**config.mk**
```make
export PLATFORM = sky130hd
export DESIGN_NAME = amm_sum
export DESIGN_NICKNAME = d
export VERILOG_FILES = /design/src/hdl/amm_pkg.sv /design/src/hdl/amm_sum.sv
export SDC_FILE = /design/constraint.sdc
export NUM_CORES = 1
export LEC_CHECK = 0
export BUFFER_PORTS_ARGS = -buffer_cell sky130_fd_sc_hd__buf_2
export CAP_MARGIN = 40
export CORE_AREA = 2 2 374 376
export CTS_CLUSTER_SIZE = 20
export DETAILED_ROUTE_END_ITERATION = 7
export DIE_AREA = 0 0 376 378
export HOLD_SLACK_MARGIN = 0.15
export PLACE_DENSITY = 0.45
export SYNTH_ARGS = -nofsm -noshare
export SYNTH_HDL_FRONTEND = slang
export SYNTH_SLANG_ARGS = --single-unit
```
**constraint.sdc**
```tcl
create_clock -name clk_i -period 18.3 [get_ports clk_i]
set_input_delay 0.915 -clock clk_i [delete_from_list [all_inputs] [get_ports clk_i]]
set_output_delay 0.915 -clock clk_i [all_outputs]
set_load 0.005 [all_outputs]
```
**src/hdl/amm_pkg.sv**
```systemverilog
// Shared types and constants of the audio matrix mixer.
// Used by every module of the mixer; depends on nothing.
`timescale 1ns / 1ps

package amm_pkg;

  // Beat kinds carried in tuser of the input stream.
  typedef enum logic {
    CMD_LOAD = 1'b0,
    CMD_MIX  = 1'b1
  } cmd_e;

  localparam int unsigned IN_CHANNELS_DEF  = 4;
  localparam int unsigned OUT_CHANNELS_DEF = 4;

  localparam int unsigned SAMPLE_FIELDS = 4;   // sample fields in an input beat
  localparam int unsigned OUT_FIELDS    = 4;   // mix fields in an output beat
  localparam int unsigned IDX_W         = 3;
  localparam int unsigned SAMPLE_W      = 24;
  localparam int unsigned GAIN_W        = 16;
  localparam int unsigned PROD_W        = SAMPLE_W + GAIN_W;
  localparam int unsigned FRAC_SHIFT    = 12;

  localparam int unsigned IN_FIELDS_W   = 2 * IDX_W + GAIN_W + SAMPLE_FIELDS * SAMPLE_W;
  localparam int unsigned OUT_FIELDS_W  = OUT_FIELDS * SAMPLE_W + OUT_FIELDS;
  localparam int unsigned TDATA_IN_W    = ((IN_FIELDS_W + 7) / 8) * 8;
  localparam int unsigned TDATA_OUT_W   = ((OUT_FIELDS_W + 7) / 8) * 8;

  typedef logic signed [SAMPLE_W-1:0] sample_t;
  typedef logic signed [GAIN_W-1:0]   gain_t;
  typedef logic signed [PROD_W-1:0]   prod_t;

endpackage

```
**src/hdl/amm_sum.sv**
```systemverilog
// Registered adder stage of the audio matrix mixer: sums groups of terms per lane.
// Depends on amm_pkg.
`timescale 1ns / 1ps

module amm_sum #(
  parameter int unsigned LANES   = amm_pkg::OUT_CHANNELS_DEF,
  parameter int unsigned NUM_IN  = amm_pkg::IN_CHANNELS_DEF,
  parameter int unsigned GROUP   = 2,
  parameter int unsigned IN_W    = amm_pkg::PROD_W,
  parameter int unsigned OUT_W   = amm_pkg::PROD_W + 1,
  localparam int unsigned NUM_GRP = (NUM_IN + GROUP - 1) / GROUP
) (
  input  logic                    clk_i,
  input  logic                    rst_ni,
  input  logic                    in_valid_i,
  output logic                    in_ready_o,
  input  logic signed [IN_W-1:0]  din_i  [LANES][NUM_IN],
  output logic                    out_valid_o,
  input  logic                    out_ready_i,
  output logic signed [OUT_W-1:0] dout_o [LANES][NUM_GRP]
);
  import amm_pkg::*;

  logic signed [OUT_W-1:0] sum_d [LANES][NUM_GRP];
  logic signed [OUT_W-1:0] sum_q [LANES][NUM_GRP];
  logic                    valid_q;

  always_comb begin
    logic signed [OUT_W-1:0] acc;
    acc = '0;
    for (int l = 0; l < LANES; l++) begin
      for (int g = 0; g < NUM_GRP; g++) begin
        acc = '0;
        for (int k = 0; k < GROUP; k++) begin
          if (g * GROUP + k < NUM_IN) begin
            acc = acc + OUT_W'(din_i[l][g * GROUP + k]);
          end
        end
        sum_d[l][g] = acc;
      end
    end
  end

  assign in_ready_o = !valid_q || out_ready_i;

  always_ff @(posedge clk_i or negedge rst_ni) begin
    if (!rst_ni) begin
      valid_q <= 1'b0;
    end else if (in_ready_o) begin
      valid_q <= in_valid_i;
    end
  end

  always_ff @(posedge clk_i) begin
    if (in_valid_i && in_ready_o) begin
      sum_q <= sum_d;
    end
  end

  assign out_valid_o = valid_q;
  assign dout_o      = sum_q;

endmodule

```
---- After elaboration in Yosys (flattened, before gate mapping) ----
Cells that the tools add are included.
storage, ports and cells
  bits in registers ....................... 329
  output and inout port bits .............. 330
  word-level logic and storage cells ...... 20
operators by class
  add/sub/neg operators ................... 8
  reductions and logical operators ........ 3
operators by type and width
  kind                                       count
  40-bit by 40-bit adder with 41-bit output  8
  1-bit logical AND                          1
  1-bit logical NOT                          1
  1-bit logical OR                           1

---- Logic depth before layout (Yosys ltp) ----
  depth after elaboration ................. 3
  mapped depth ............................ 11

---- Worst setup path before layout ----
Ideal clock, no wire load.
  path type ............................... input -> register
  start ................................... input port out_ready_i
  end ..................................... register sum_q (netlist bit dout_o[0]) (enable)
  arrival time ............................ 8521 ps
  data required time ...................... 17567 ps
  path slack .............................. 9046 ps
  stages on the path ...................... 2
  cells stage by stage .................... nand2b_1 and2_1
between the ends
  longest elaborated chain between the ends .. 2
RTL lines
  what                  RTL line       source
  start, declared       amm_sum.sv:19  input logic out_ready_i,
  1-bit logical OR      amm_sum.sv:44  assign in_ready_o = !valid_q || out_ready_i;
  1-bit logical AND     amm_sum.sv:55  if (in_valid_i && in_ready_o) begin
  end signal, assigned  amm_sum.sv:56  sum_q <= sum_d;
  end, declared         amm_sum.sv:25  logic signed [OUT_W-1:0] sum_q [LANES][NUM_GRP];
No other way between the ends.
A chain may end at the register's enable or synchronous reset.

==> results.py <==
metrics = {
    "run_status": {
        "outcome": "completed",
    },
    "placed_design": {
        "io_buffers": 973,
        "dp_hpwl_mm": 103.4,
        "dp_cells": 5435,
        "gp_congestion": 0.9509,
        "place_ws_ns": 13.65,
    },
    "hold_path": {
        "hp-start": "in_valid_i",
        "worst_hold_path_type": "in2reg",
    },
    "cts": {
        "path_clk_slew_ns": 0.05,
        "insertion_delay_ns": 0.61,
        "htreeDepth": 2,
        "cts-root-buf": "clkbuf_16",
        "cts_buffers": 46,
        "cts_tree": "built",
        "ctsResizeCount": 0,
        "clockBufferDepth": 3,
        "cts_setup_buffers": 0,
        "postCtsHoldBufs": 1,
        "clock-sinks": 329,
    },
    "run": {
        "maxCapViolations": 0,
    },
    "synth": {
        "syn_avg_cell_area_um2": 9.810,
        "synth_top_cell_area_share_pct": 36.90,
        "synthDominantAreaCellType": "edfxtp_1",
        "synthTopCellsByArea": "edfxtp_1, ha_1, xnor2_1, a21oi_1, a21o_1",
        "synthArstFlopShare_pct": 0.3040,
        "synth_nets": 3693,
        "synthFlopType": "edfxtp_1",
        "ys_seq_elements": 329,
        "synth-warning-count": 0,
        "ys_types": 86,
        "synth_edf_count": 328,
        "synthCells": 2721,
        "synth_most_common_cell": "edfxtp_1",
        "syn_area_um2": 26690,
        "ys_seq_area_share_pct": 36.99,
        "ys_top_cells_by_count": "edfxtp_1, ha_1, a21oi_1, nand2_1, xnor2_1",
    },
    "cells_and_area": {
        "synthToLayoutAreaGrowth_pct": 31.68,
        "regArea_um2": 9874,
        "multi_input_area_um2": 16280,
        "nets": 4649,
        "drive_gt1_share_pct": 29.81,
        "fill_cells": 15194,
        "fin_cells": 5532,
    },
    "sta": {
        "setup_viol": 0,
        "final-hold-violation-count": 0,
        "clock.fmax_ghz": 0.2473,
        "fin_skew_ns": 0.02124,
        "tightest_slew_ns": 0.9556,
        "post-route-period-util_pct": 22.09,
        "fin_crit_ns": 4.043,
        "maxSlewHeadroom_pct": 35.62,
        "rsz0062_at_grt": "no",
        "fin_tns_setup_ns": 0,
        "maxSlewViolCount": 0,
        "setup_ws_ns": 14.26,
    },
    "floorplan": {
        "rows": 137,
        "dieArea_um2": 142100,
        "dieHeight_um": 378,
        "io_pins": 974,
        "initial_core_util_pct": 19.27,
        "core_um2": 138500,
        "die_w_um": 376,
    },
    "route": {
        "vias_per_cell": 4.653,
        "highest_layer": "met5",
        "drt_iter0_drc": 1514,
        "route.vias.total": 25741,
        "routed-wl-met3_mm": 9.963,
        "wirelength_mm": 121.6,
        "m1WireLength_mm": 49.92,
        "wl_per_cell_um": 21.98,
        "met2WireLength_mm": 57.82,
        "antenna_left": 0,
        "drc": 0,
        "first_pass_iters": 6,
    },
    "setup_path": {
        "rrSetupSlack_ns": 14.42,
        "endpoint_kind": "flip-flop",
        "r2r-start": "out_valid_o$_DFFE_PN0N_",
        "startpoint": "din_i[520]",
        "cpPeakStageDelay_ns": 0.58,
        "startpoint_type": "primary input",
        "path_cells": "buf_2, ha_1, fa_1, a211oi_2, o311ai_4, a211oi_2, a2111oi_2, nor2_1, nor2_1, o41ai_2, o221ai_1, xor2_1",
        "crit_fanout": 4,
        "cp_data_required_time_ns": 18.64,
        "path_delay_family": "compound AO/OA/AOI/OAI gates",
        "crit_arrival_ns": 4.38,
        "worst-setup-path-type": "in2reg",
        "crit_slowest_cell": "a211oi_2",
        "crit_buf_inv": 1,
    },
    "grt": {
        "grt-ovfl-total": 0,
        "antenna_found_initial": 45,
        "grtUsageTotal_pct": 16.16,
        "grt_pass1_wl_mm": 170.2,
        "grt_max_degree": 56,
        "grt_pass1_vias": 25907,
    },
    "pwr": {
        "ir_worst_vdd_mv": 0.06714,
        "finalPower_mw": 2.825,
        "power.leakage_nw": 15.35,
        "powerDensity_nw_per_um2": 80.37,
    },
}
## metrics by stage
stage / hold slack (ns) / utilization, % / instance area (um2)
after global placement: 0.5640 / 24.25 / 33580
after detailed placement: 0.5612 / 24.29 / 33650
after CTS: 0.4680 / 25.36 / 35120
after floorplan: 0.5371 / - / 26690
after global routing: 0.4965 / 25.38 / 35150
final: 0.5451 / 25.38 / 35150
## flip-flops by register name (all words and copies together), names as in the netlist
signal,cells
out_valid_o,1
dout_o,328
## cell families (layout without fill, tap and decap cells)
logic type	count (synthesis)	in the layout	share of synthesized area (%)
other	0	12	0
adder cells (fa/ha/maj)	328	328	15.60
multiplexers	1	1	0.04218
AO/OA/AOI/OAI	970	970	23.98
XOR/XNOR	289	289	9.482
flip-flops	329	329	36.99
AND/OR/NAND/NOR	663	663	11.89
buffers and inverters	141	1133	2.020
## worst paths after layout
kind,endpoint,cells after the start
max,dout_o[280]$_DFFE_PP_,12
min,out_valid_o$_DFFE_PN0N_,2
max reg2reg,dout_o[7]$_DFFE_PP_,6
min reg2reg,out_valid_o$_DFFE_PN0N_,2
max in group asynchronous,out_valid_o$_DFFE_PN0N_,2
min in group asynchronous,out_valid_o$_DFFE_PN0N_,2
## cell usage in the layout, fill, tap and decap left out, drive strengths merged, types with 23 or more instances in the layout
cell type	instances
nand3	46
nand4	66
o21bai	43
a21oi	316
xnor2	187
nor3	27
ha	320
a31oi	35
buf	984
and3	23
edfxtp	328
nand2	195
o21ai	173
o21a	36
a21o	160
inv	66
nand2b	27
a211oi	41
xor2	102
nor2b	39
clkbuf	54
nor2	178
## power by group
group          total [mW]  internal [mW]  switching [mW]
Sequential          0.989          0.961          0.0274
Clock               0.904          0.514           0.390
Combinational       0.932          0.380           0.552
## per-layer routing
layer,global-route usage [%],up-vias
met5,0,-
met4,5.291,34
met3,4.728,187
met2,27.72,1037
met1,19.28,12176
li1,-,12307
## cell type report
type	instances	share of cell area (%)
well taps	1807	6.432
multi-input cells	2251	46.32
clock buffers	54	3.421
diodes	12	0.08543
inverters	64	0.6834
flip-flops and latches	329	28.09
clock inverters	30	0.7404
repair buffers	985	14.22
(Power assumes the default switching activity.)
