===== src/hdl/amm_pkg.sv =====
// Shared types and constants of the audio matrix mixer.
// Used by every module of the mixer; depends on nothing.
`timescale 1ns / 1ps

package amm_pkg;

  // Beat kinds carried in tuser of the input stream.
  typedef enum logic {
    CMD_LOAD = 1'b0,
    CMD_MIX  = 1'b1
  } cmd_e;

  localparam int unsigned IN_CHANNELS_DEF  = 4;
  localparam int unsigned OUT_CHANNELS_DEF = 4;

  localparam int unsigned SAMPLE_FIELDS = 4;   // sample fields in an input beat
  localparam int unsigned OUT_FIELDS    = 4;   // mix fields in an output beat
  localparam int unsigned IDX_W         = 3;
  localparam int unsigned SAMPLE_W      = 24;
  localparam int unsigned GAIN_W        = 16;
  localparam int unsigned PROD_W        = SAMPLE_W + GAIN_W;
  localparam int unsigned FRAC_SHIFT    = 12;

  localparam int unsigned IN_FIELDS_W   = 2 * IDX_W + GAIN_W + SAMPLE_FIELDS * SAMPLE_W;
  localparam int unsigned OUT_FIELDS_W  = OUT_FIELDS * SAMPLE_W + OUT_FIELDS;
  localparam int unsigned TDATA_IN_W    = ((IN_FIELDS_W + 7) / 8) * 8;
  localparam int unsigned TDATA_OUT_W   = ((OUT_FIELDS_W + 7) / 8) * 8;

  typedef logic signed [SAMPLE_W-1:0] sample_t;
  typedef logic signed [GAIN_W-1:0]   gain_t;
  typedef logic signed [PROD_W-1:0]   prod_t;

endpackage


===== src/hdl/amm_sat.sv =====
// Output stage of the audio matrix mixer: floor shift, saturation and clip flags,
// held in the output register. Depends on amm_pkg.
`timescale 1ns / 1ps

module amm_sat #(
  parameter int unsigned OUT_CHANNELS = amm_pkg::OUT_CHANNELS_DEF,
  parameter int unsigned SUM_W        = amm_pkg::PROD_W + 1
) (
  input  logic                    clk_i,
  input  logic                    rst_ni,
  input  logic                    in_valid_i,
  output logic                    in_ready_o,
  input  logic signed [SUM_W-1:0] sum_i [OUT_CHANNELS],
  output logic                    out_valid_o,
  input  logic                    out_ready_i,
  output amm_pkg::sample_t        mix_o [amm_pkg::OUT_FIELDS],
  output logic [amm_pkg::OUT_FIELDS-1:0] clip_o
);
  import amm_pkg::*;

  localparam int unsigned TOP_LSB = FRAC_SHIFT + SAMPLE_W - 1;

  sample_t                mix_d [OUT_FIELDS];
  sample_t                mix_q [OUT_FIELDS];
  logic [OUT_FIELDS-1:0]  clip_d;
  logic [OUT_FIELDS-1:0]  clip_q;
  logic                   valid_q;

  // Dropping the low bits is a floor shift; the result fits when all bits
  // above the new sign bit agree with it.
  for (genvar go = 0; go < OUT_FIELDS; go++) begin : g_out
    if (go < OUT_CHANNELS) begin : g_chan
      logic fits;
      assign fits = (&sum_i[go][SUM_W-1:TOP_LSB]) || !(|sum_i[go][SUM_W-1:TOP_LSB]);
      assign clip_d[go] = !fits;
      assign mix_d[go]  = fits ? sum_i[go][TOP_LSB:FRAC_SHIFT]
                        : (sum_i[go][SUM_W-1] ? {1'b1, {(SAMPLE_W-1){1'b0}}}
                                              : {1'b0, {(SAMPLE_W-1){1'b1}}});
    end else begin : g_absent
      assign clip_d[go] = 1'b0;
      assign mix_d[go]  = '0;
    end
  end

  assign in_ready_o = !valid_q || out_ready_i;

  always_ff @(posedge clk_i or negedge rst_ni) begin
    if (!rst_ni) begin
      valid_q <= 1'b0;
    end else if (in_ready_o) begin
      valid_q <= in_valid_i;
    end
  end

  always_ff @(posedge clk_i) begin
    if (in_valid_i && in_ready_o) begin
      mix_q  <= mix_d;
      clip_q <= clip_d;
    end
  end

  assign out_valid_o = valid_q;
  assign mix_o       = mix_q;
  assign clip_o      = clip_q;

endmodule

===== config.mk =====
export PLATFORM = sky130hd
export DESIGN_NAME = amm_sat
export DESIGN_NICKNAME = d
export VERILOG_FILES = /design/src/hdl/amm_pkg.sv /design/src/hdl/amm_sat.sv
export SDC_FILE = /design/constraint.sdc
export NUM_CORES = 1
export LEC_CHECK = 0
export BUFFER_PORTS_ARGS = -buffer_cell sky130_fd_sc_hd__buf_2
export CELL_PAD_IN_SITES_DETAIL_PLACEMENT = 0
export CELL_PAD_IN_SITES_GLOBAL_PLACEMENT = 1
export CORE_UTILIZATION = 30
export CTS_CLUSTER_SIZE = 24
export DETAILED_ROUTE_END_ITERATION = 7
export PLACE_DENSITY = 0.77
export SLEW_MARGIN = 5
export SYNTH_ARGS = -nofsm -noshare
export SYNTH_HDL_FRONTEND = slang
export SYNTH_SLANG_ARGS = --single-unit

===== constraint.sdc =====
create_clock -name clk_i -period 4.4 [get_ports clk_i]
set_input_delay 1.1 -clock clk_i [delete_from_list [all_inputs] [get_ports clk_i]]
set_output_delay 1.1 -clock clk_i [all_outputs]
set_load 0.05 [all_outputs]

======== Yosys cells after proc, flatten, opt, wreduce, memory -nomap -nowiden ========
Cells that the tools add are included.
storage, ports and cells
  register bits ........................... 101
  latch bits .............................. 0
  RAM bits ................................ 0
  ROM bits ................................ 0
  input port bits ......................... 168
  output and inout bits ................... 102
  word-level logic and storage cells ...... 37
  memories kept ........................... 0
cells by class
  $add $sub $neg .......................... 0
  $mul .................................... 0
  divide/modulo/power cells ............... 0
  $lt $le $gt $ge ......................... 0
  equal/unequal tests ..................... 0
  shifts and indexed selects .............. 0
  mux-type cells .......................... 8
  bitwise gates (word level) .............. 0
  reduce and logical (&&, ||, !) cells .... 23
operator list
  cell                 number
  $mux W24             8
  $reduce_and A6 Y1    4
  $reduce_or A6 Y1     4
  $logic_not A1 Y1     9
  $logic_or A1 B1 Y1   5
  $logic_and A1 B1 Y1  1

======== Longest topological paths before layout ========
Gate-level depths: netlist of the first run.
  depth after elaboration ................. 4
  depth in mapped cells ................... 4
  mapped depth without buffers ............ 3

======== Least setup slack after synthesis of the first run ========
OpenSTA, ideal clock, no wires.
  kind .................................... in2reg
  from .................................... in out_ready_i
  to ...................................... reg clip_q[0] (netlist: clip_o[0]) (enable)
  library setup time ...................... 470 ps
  arrival ................................. 3955 ps
  required time ........................... 3930 ps
  slack ................................... -24 ps
  cell stages on the path ................. 2
  path buffers ............................ 0
  cell sequence ........................... nand2b_1 > and2_1
on the way
  word-level cells in the longest chain between the ends .. 2
ends and longest elaborated chain
  item                  line           RTL
  start, declared       amm_sat.sv:15  input logic out_ready_i,
  $logic_or A1 B1 Y1    amm_sat.sv:45  assign in_ready_o = !valid_q || out_ready_i;
  $logic_and A1 B1 Y1   amm_sat.sv:56  if (in_valid_i && in_ready_o) begin
  end signal, assigned  amm_sat.sv:58  clip_q <= clip_d;
  end, declared         amm_sat.sv:26  logic [OUT_FIELDS-1:0] clip_q;
No other way between the ends.
A chain may end at the register's enable or synchronous reset.

======== Final worst setup path of the first run ========
  from .................................... in out_ready_i
  to ...................................... out in_ready_o
on the way
  word-level cells in the longest chain between the ends .. 1
ends and longest elaborated chain
  item                line           RTL
  $logic_or A1 B1 Y1  amm_sat.sv:45
  end, declared       amm_sat.sv:12  output logic in_ready_o,
No other way between the ends.

==> results.yml, run 1 <==
global_route:
  grt_overflow: 0
  grt_pass1_wl_um: 14700
  grt_max_degree: 101
  grt.total_usage_pct: 13.6
  grt_antenna_before_repair: 0
  grt_pass1_vias: 2940
critical_path:
  cp_top_family: "buffers and inverters"
  max_stage_delay_ps: 270
  start_kind: "input pin"
  r2r-end: "mix_o[81]$_DFFE_PP_"
  reg2reg_from: "out_valid_o$_DFFE_PN0P_"
  crit_path_end: "in_ready_o"
  worst-setup-path-type: "input pin to output pin"
  cp-startpoint: "out_ready_i"
  cp_max_fo: 3
  crit_slowest_cell: "buf_2"
  end_kind: "output pin"
  rrSetupSlack_ps: 2910
  cp.required_ps: 3300
  reg2reg_depth: 3
  cp_num_buf_inv: 2
  crit_cells: 3
  cp_cell_sequence: "buf_2, nand2b_1, buf_2"
  cp_common_cell: "buf_2"
  crit_arrival_ps: 1570
timing:
  fin_crit_ps: 2670
  setup-violations-final: 0
  finalCritPeriodShare_pct: 60.8
  max_freq_mhz: 374
  relSlewSlack_pct: 25.7
  tightest_slew_ps: 1110
  drv_slew: 0
  hold_viol: 0
  tns_ps: 0
  rsz0062_at_grt: "no"
  post-route-worst-setup-slack_ps: 1730
  fin_skew_ps: 5.21
cells_and_area:
  final_area_mm2: 0.00558
  layout.nets: 633
  drive_gt1_share_pct: 52.8
  fillCellCount: 1301
  syn_to_final_growth_pct: 36.7
  ff_latch_area_mm2: 0.00303
  layout_common_cells: "221 x buf_2, 100 x edfxtp_1, 92 x o21a_1, 9 x clkbuf_16, 8 x nor2_1"
  multi_input_area_um2: 943
  final_common_cell: "buf_2"
  diodes: 0
cts:
  clk_pin_slew_ps: 60
  clock-root-buffer: "clkbuf_16"
  cts_setup_buffers: 0
  clkLatencyLatePin_ps: 340
  cts-hold-fix-buffers: 0
  cts_sinks: 101
  cts_tree: "built"
  cts_buffer_depth: 2
  cts_max_level: 3
  cts_buffers: 9
  cts.repair.resized: 0
floorplanning:
  die_area_mm2: 0.0141
  coreArea_mm2: 0.0132
  num_rows: 42
  start_util_pct: 30.8
  die_y_um: 119
  ioPinCount: 270
  die_x_um: 119
drt:
  firstDrtPassIters: 4
  vias_per_cell: 4.49
  drt_iter0_markers: 167
  wl_per_cell_um: 14.5
  ant_nets: 0
  num_vias: 2900
  wl_um: 9380
  drc: 0
logic_synthesis:
  syn_area_per_cell_um2: 16.2
  ys_seq_elements: 101
  ys_seq_area_share_pct: 74.1
  ys_types: 19
  postSynthCellCount: 252
  synth.cell_area_mm2: 0.00409
  ys.warnings.count: 0
  synth_nets: 420
pwr:
  powerDensity_mw_per_mm2: 412
  peakVddDrop_uv: 155
  p_leak_uw: 0.00225
worst_hold_path:
  hold_class: "input pin to async pin"
place:
  dpl.hpwl_um: 6700
  io_buffers: 221
  placed_area_mm2: 0.00532
  dp_worst_setup_slack_ps: 1730
  gp_congestion: 0.742
run_status:
  run_status: "completed"
flow_run:
  cap_violations: 0
-- power by group --
part / switching (uW) / internal (uW) / leakage (uW)
Clock: 331 / 382 / 0.000123
Combinational: 318 / 119 / 0.00116
Sequential: 13.3 / 1130 / 0.000970
-- worst register-to-register path, cell delays in order, from the launching register on --
cell      delay [ps]
dfrtp_1          370
nand2b_1         110
and2_4           160
buf_12           380
-- cell usage after synthesis (all sizes together) --
cell	count	area (um^2)
o21ai	4	35.0
nor4	1	21.3
inv	1	3.75
nor2	8	30.0
buf	16	97.6
nand2	4	15.0
clkbuf	4	15.0
and2	1	6.26
o21a	92	691
dfrtp	1	25.0
nor3	6	45.0
nand2b	2	12.5
a21oi	4	35.0
a22oi	4	30.0
nand3	4	20.0
edfxtp	100	3000
-- state kept, by name, summed over array words and instances, names as in the netlist --
register     count
clip_o           4
mix_o           96
out_valid_o      1
-- metrics by stage --
step	util (%)	cells	hold WS (ps)	power (uW)
after CTS	42.2	646	504	2340
final	42.2	646	524	2300
after global routing	42.2	646	505	2390
after detailed placement	40.2	630	518	1610
after floorplan	-	252	804	1480
after global placement	40.2	630	508	1600
-- how the worst min path moves through the flow --
stage	cells after the start	to	startpoint	slack, ps
after floorplan	0	out_valid_o$_DFFE_PN0P_	rst_ni	800
after global placement	2	out_valid_o$_DFFE_PN0P_	out_valid_o$_DFFE_PN0P_	510
after detailed placement	2	out_valid_o$_DFFE_PN0P_	out_valid_o$_DFFE_PN0P_	520
after CTS	1	out_valid_o$_DFFE_PN0P_	rst_ni	500
after global routing	1	out_valid_o$_DFFE_PN0P_	rst_ni	510
final	1	out_valid_o$_DFFE_PN0P_	rst_ni	520
-- layer usage --
metal / wire [um] / vias to the layer above / part of all wire, % / GRT usage, %
li1: - / 1394 / - / -
met1: 3810 / 1351 / 41 / 16.1
met2: 4510 / 134 / 48 / 21.7
met3: 755 / 21 / 8.0 / 4.73
met4: 310 / 0 / 3.3 / 7.36
met5: 0 / - / 0 / 0
-- cell families after synthesis --
logic type             share of synthesized area (%)
AOI/OAI and AO/OA                               19.4
DFF                                             74.1
and+or+nand+nor                                 3.68
buffers and inverters                           2.85
-- cell type report --
class	instances	area share, %
Sequential cell	101	54.2
Timing Repair Buffer	222	20.2
Multi-Input combinational cell	130	16.9
Clock buffer	12	4.24
Tap cell	176	3.94
Clock inverter	4	0.448
Inverter	1	0.0672
(Power assumes the default switching activity.)
==> run 2, diff against run 1 <==
==> constraint.sdc (replaced) <==
create_clock -name clk_i -period 2.8 [get_ports clk_i]
set_input_delay 0.7 -clock clk_i [delete_from_list [all_inputs] [get_ports clk_i]]
set_output_delay 0.7 -clock clk_i [all_outputs]
set_load 0.05 [all_outputs]
==> run 2 against run 1 <==
- cell area rose by 1.3%
- global-route usage increased by 0.42 points
- setup slack worse by 800 ps
- critical endpoint unchanged
- register-to-register slack worse by 1500 ps
- routed wire length is 3.7% higher
- clock power is 67% higher
- power increased by 61%
- largest cell class unchanged
- final cell count increased by 0.77%
- utilization grew 0.54 points
- largest power group unchanged
- count of clock-buffer cells in the layout rose by 1
==> results.yml, run 2 (synthesis gave the netlist of run 1 again) <==
critical_path:
  r2r-end: "mix_o[84]$_DFFE_PP_"
  reg2reg_from: "out_valid_o$_DFFE_PN0P_"
  cp_max_fo: 3
  end_kind: "output pin"
  cp.required_ps: 2100
  rrSetupSlack_ps: 1420
  cp_top_family: "buffers and inverters"
  max_stage_delay_ps: 280
  crit_slowest_cell: "buf_2"
  reg2reg_depth: 3
  crit_arrival_ps: 1180
  start_kind: "input pin"
  cp_num_buf_inv: 2
  cp_common_cell: "buf_2"
  cp_cell_sequence: "buf_2, nand2b_1, buf_2"
  worst-setup-path-type: "input pin to output pin"
floorplanning:
  die_y_um: 119
  start_util_pct: 30.8
  die_x_um: 119
  coreArea_mm2: 0.0132
  die_area_mm2: 0.0141
  num_rows: 42
  ioPinCount: 270
cells_and_area:
  largest_reg_flops: 96
  drive_gt1_share_pct: 53.1
  fillCellCount: 1278
  layout.nets: 639
  syn_to_final_growth_pct: 38.4
  diodes: 0
  final_common_cell: "buf_2"
  layout_common_cells: "221 x buf_2, 100 x edfxtp_1, 92 x o21a_1, 9 x clkbuf_16, 8 x nor2_1"
flow_run:
  cap_violations: 0
timing:
  finalCritPeriodShare_pct: 67.0
  tightest_slew_ps: 1030
  fin_skew_ps: 5.92
  relSlewSlack_pct: 31.0
  tns_ps: 0
  fin_crit_ps: 1880
  drv_slew: 0
  setup-violations-final: 0
  hold_viol: 0
  rsz0062_at_grt: "no"
  max_freq_mhz: 533
cts:
  cts_buffers: 9
  cts_tree: "built"
  clock-root-buffer: "clkbuf_16"
  clkLatencyLatePin_ps: 340
  cts_setup_buffers: 0
  cts_buffer_depth: 2
  cts-hold-fix-buffers: 0
  cts_sinks: 101
  cts.repair.resized: 0
  clk_pin_slew_ps: 60
  cts_max_level: 3
drt:
  wl_per_cell_um: 14.9
  num_vias: 2956
  firstDrtPassIters: 4
  vias_per_cell: 4.54
  drc: 0
  drt_iter0_markers: 119
  ant_nets: 0
  wl_um: 9730
place:
  gp_congestion: 0.752
  dpl.hpwl_um: 7210
  io_buffers: 221
run_status:
  run_status: "completed"
global_route:
  grt.total_usage_pct: 14.0
  grt_pass1_vias: 3030
  grt_max_degree: 50
  grt_antenna_before_repair: 0
  grt_overflow: 0
  grt_pass1_wl_um: 15300
pwr:
  powerDensity_mw_per_mm2: 653
  peakVddDrop_uv: 231
  p_leak_uw: 0.00229
  p_total_uw: 3690
worst_hold_path:
  hold_class: "input pin to async pin"
[run 2: where the power goes]
part | leakage [uW] | switching, uW | total (uW) | internal, uW
Combinational | 0.00119 | 504 | 700 | 196
Sequential | 0.000970 | 21.3 | 1800 | 1780
Clock | 0.000134 | 503 | 1190 | 688
Total | 0.00229 | 1030 | 3690 | 2660
[run 2: final cells by class]
class                      count  area [um^2]  share of cell area (%)
inverter                       1         3.75                  0.0664
tap                          176          220                    3.89
clock inverter                 2         35.0                   0.620
timing repair buffer         228         1180                    20.9
multi-input combinational    130          943                    16.7
sequential                   101         3030                    53.6
clock buffer                  13          240                    4.25
[run 2: worst max-delay path by stage]
stage / startpoint / end / slack [ps] / depth (start not counted)
finish: out_ready_i / in_ready_o / 920 / 3
global route: out_ready_i / in_ready_o / 870 / 3
CTS: out_ready_i / in_ready_o / 920 / 3
detailed placement: sum_i[120] / mix_o[50]$_DFFE_PP_ / 770 / 4
global placement: sum_i[119] / mix_o[58]$_DFFE_PP_ / 810 / 4
floorplan: out_ready_i / clip_o[0]$_DFFE_PP_ / 370 / 2
[run 2: layer usage]
layer	global-route usage [%]	vias to the layer above	part of all wire [%]
li1	-	1401	-
met1	16.4	1414	40
met2	23.5	130	51
met3	4.63	11	7.6
met4	6.09	0	1.9
met5	0	-	0
[run 2: metrics by stage]
step                hold slack, ps  utilization [%]  instance area [um^2]  setup WS [ps]  instances
finish                         125             42.7                  5650            925        651
CTS                            110             42.7                  5650            916        651
global placement               475             40.6                  5380            811        636
floorplan                      404                -                  4090            375        252
global route                   101             42.7                  5650            871        651
detailed placement             479             40.6                  5380            773        636
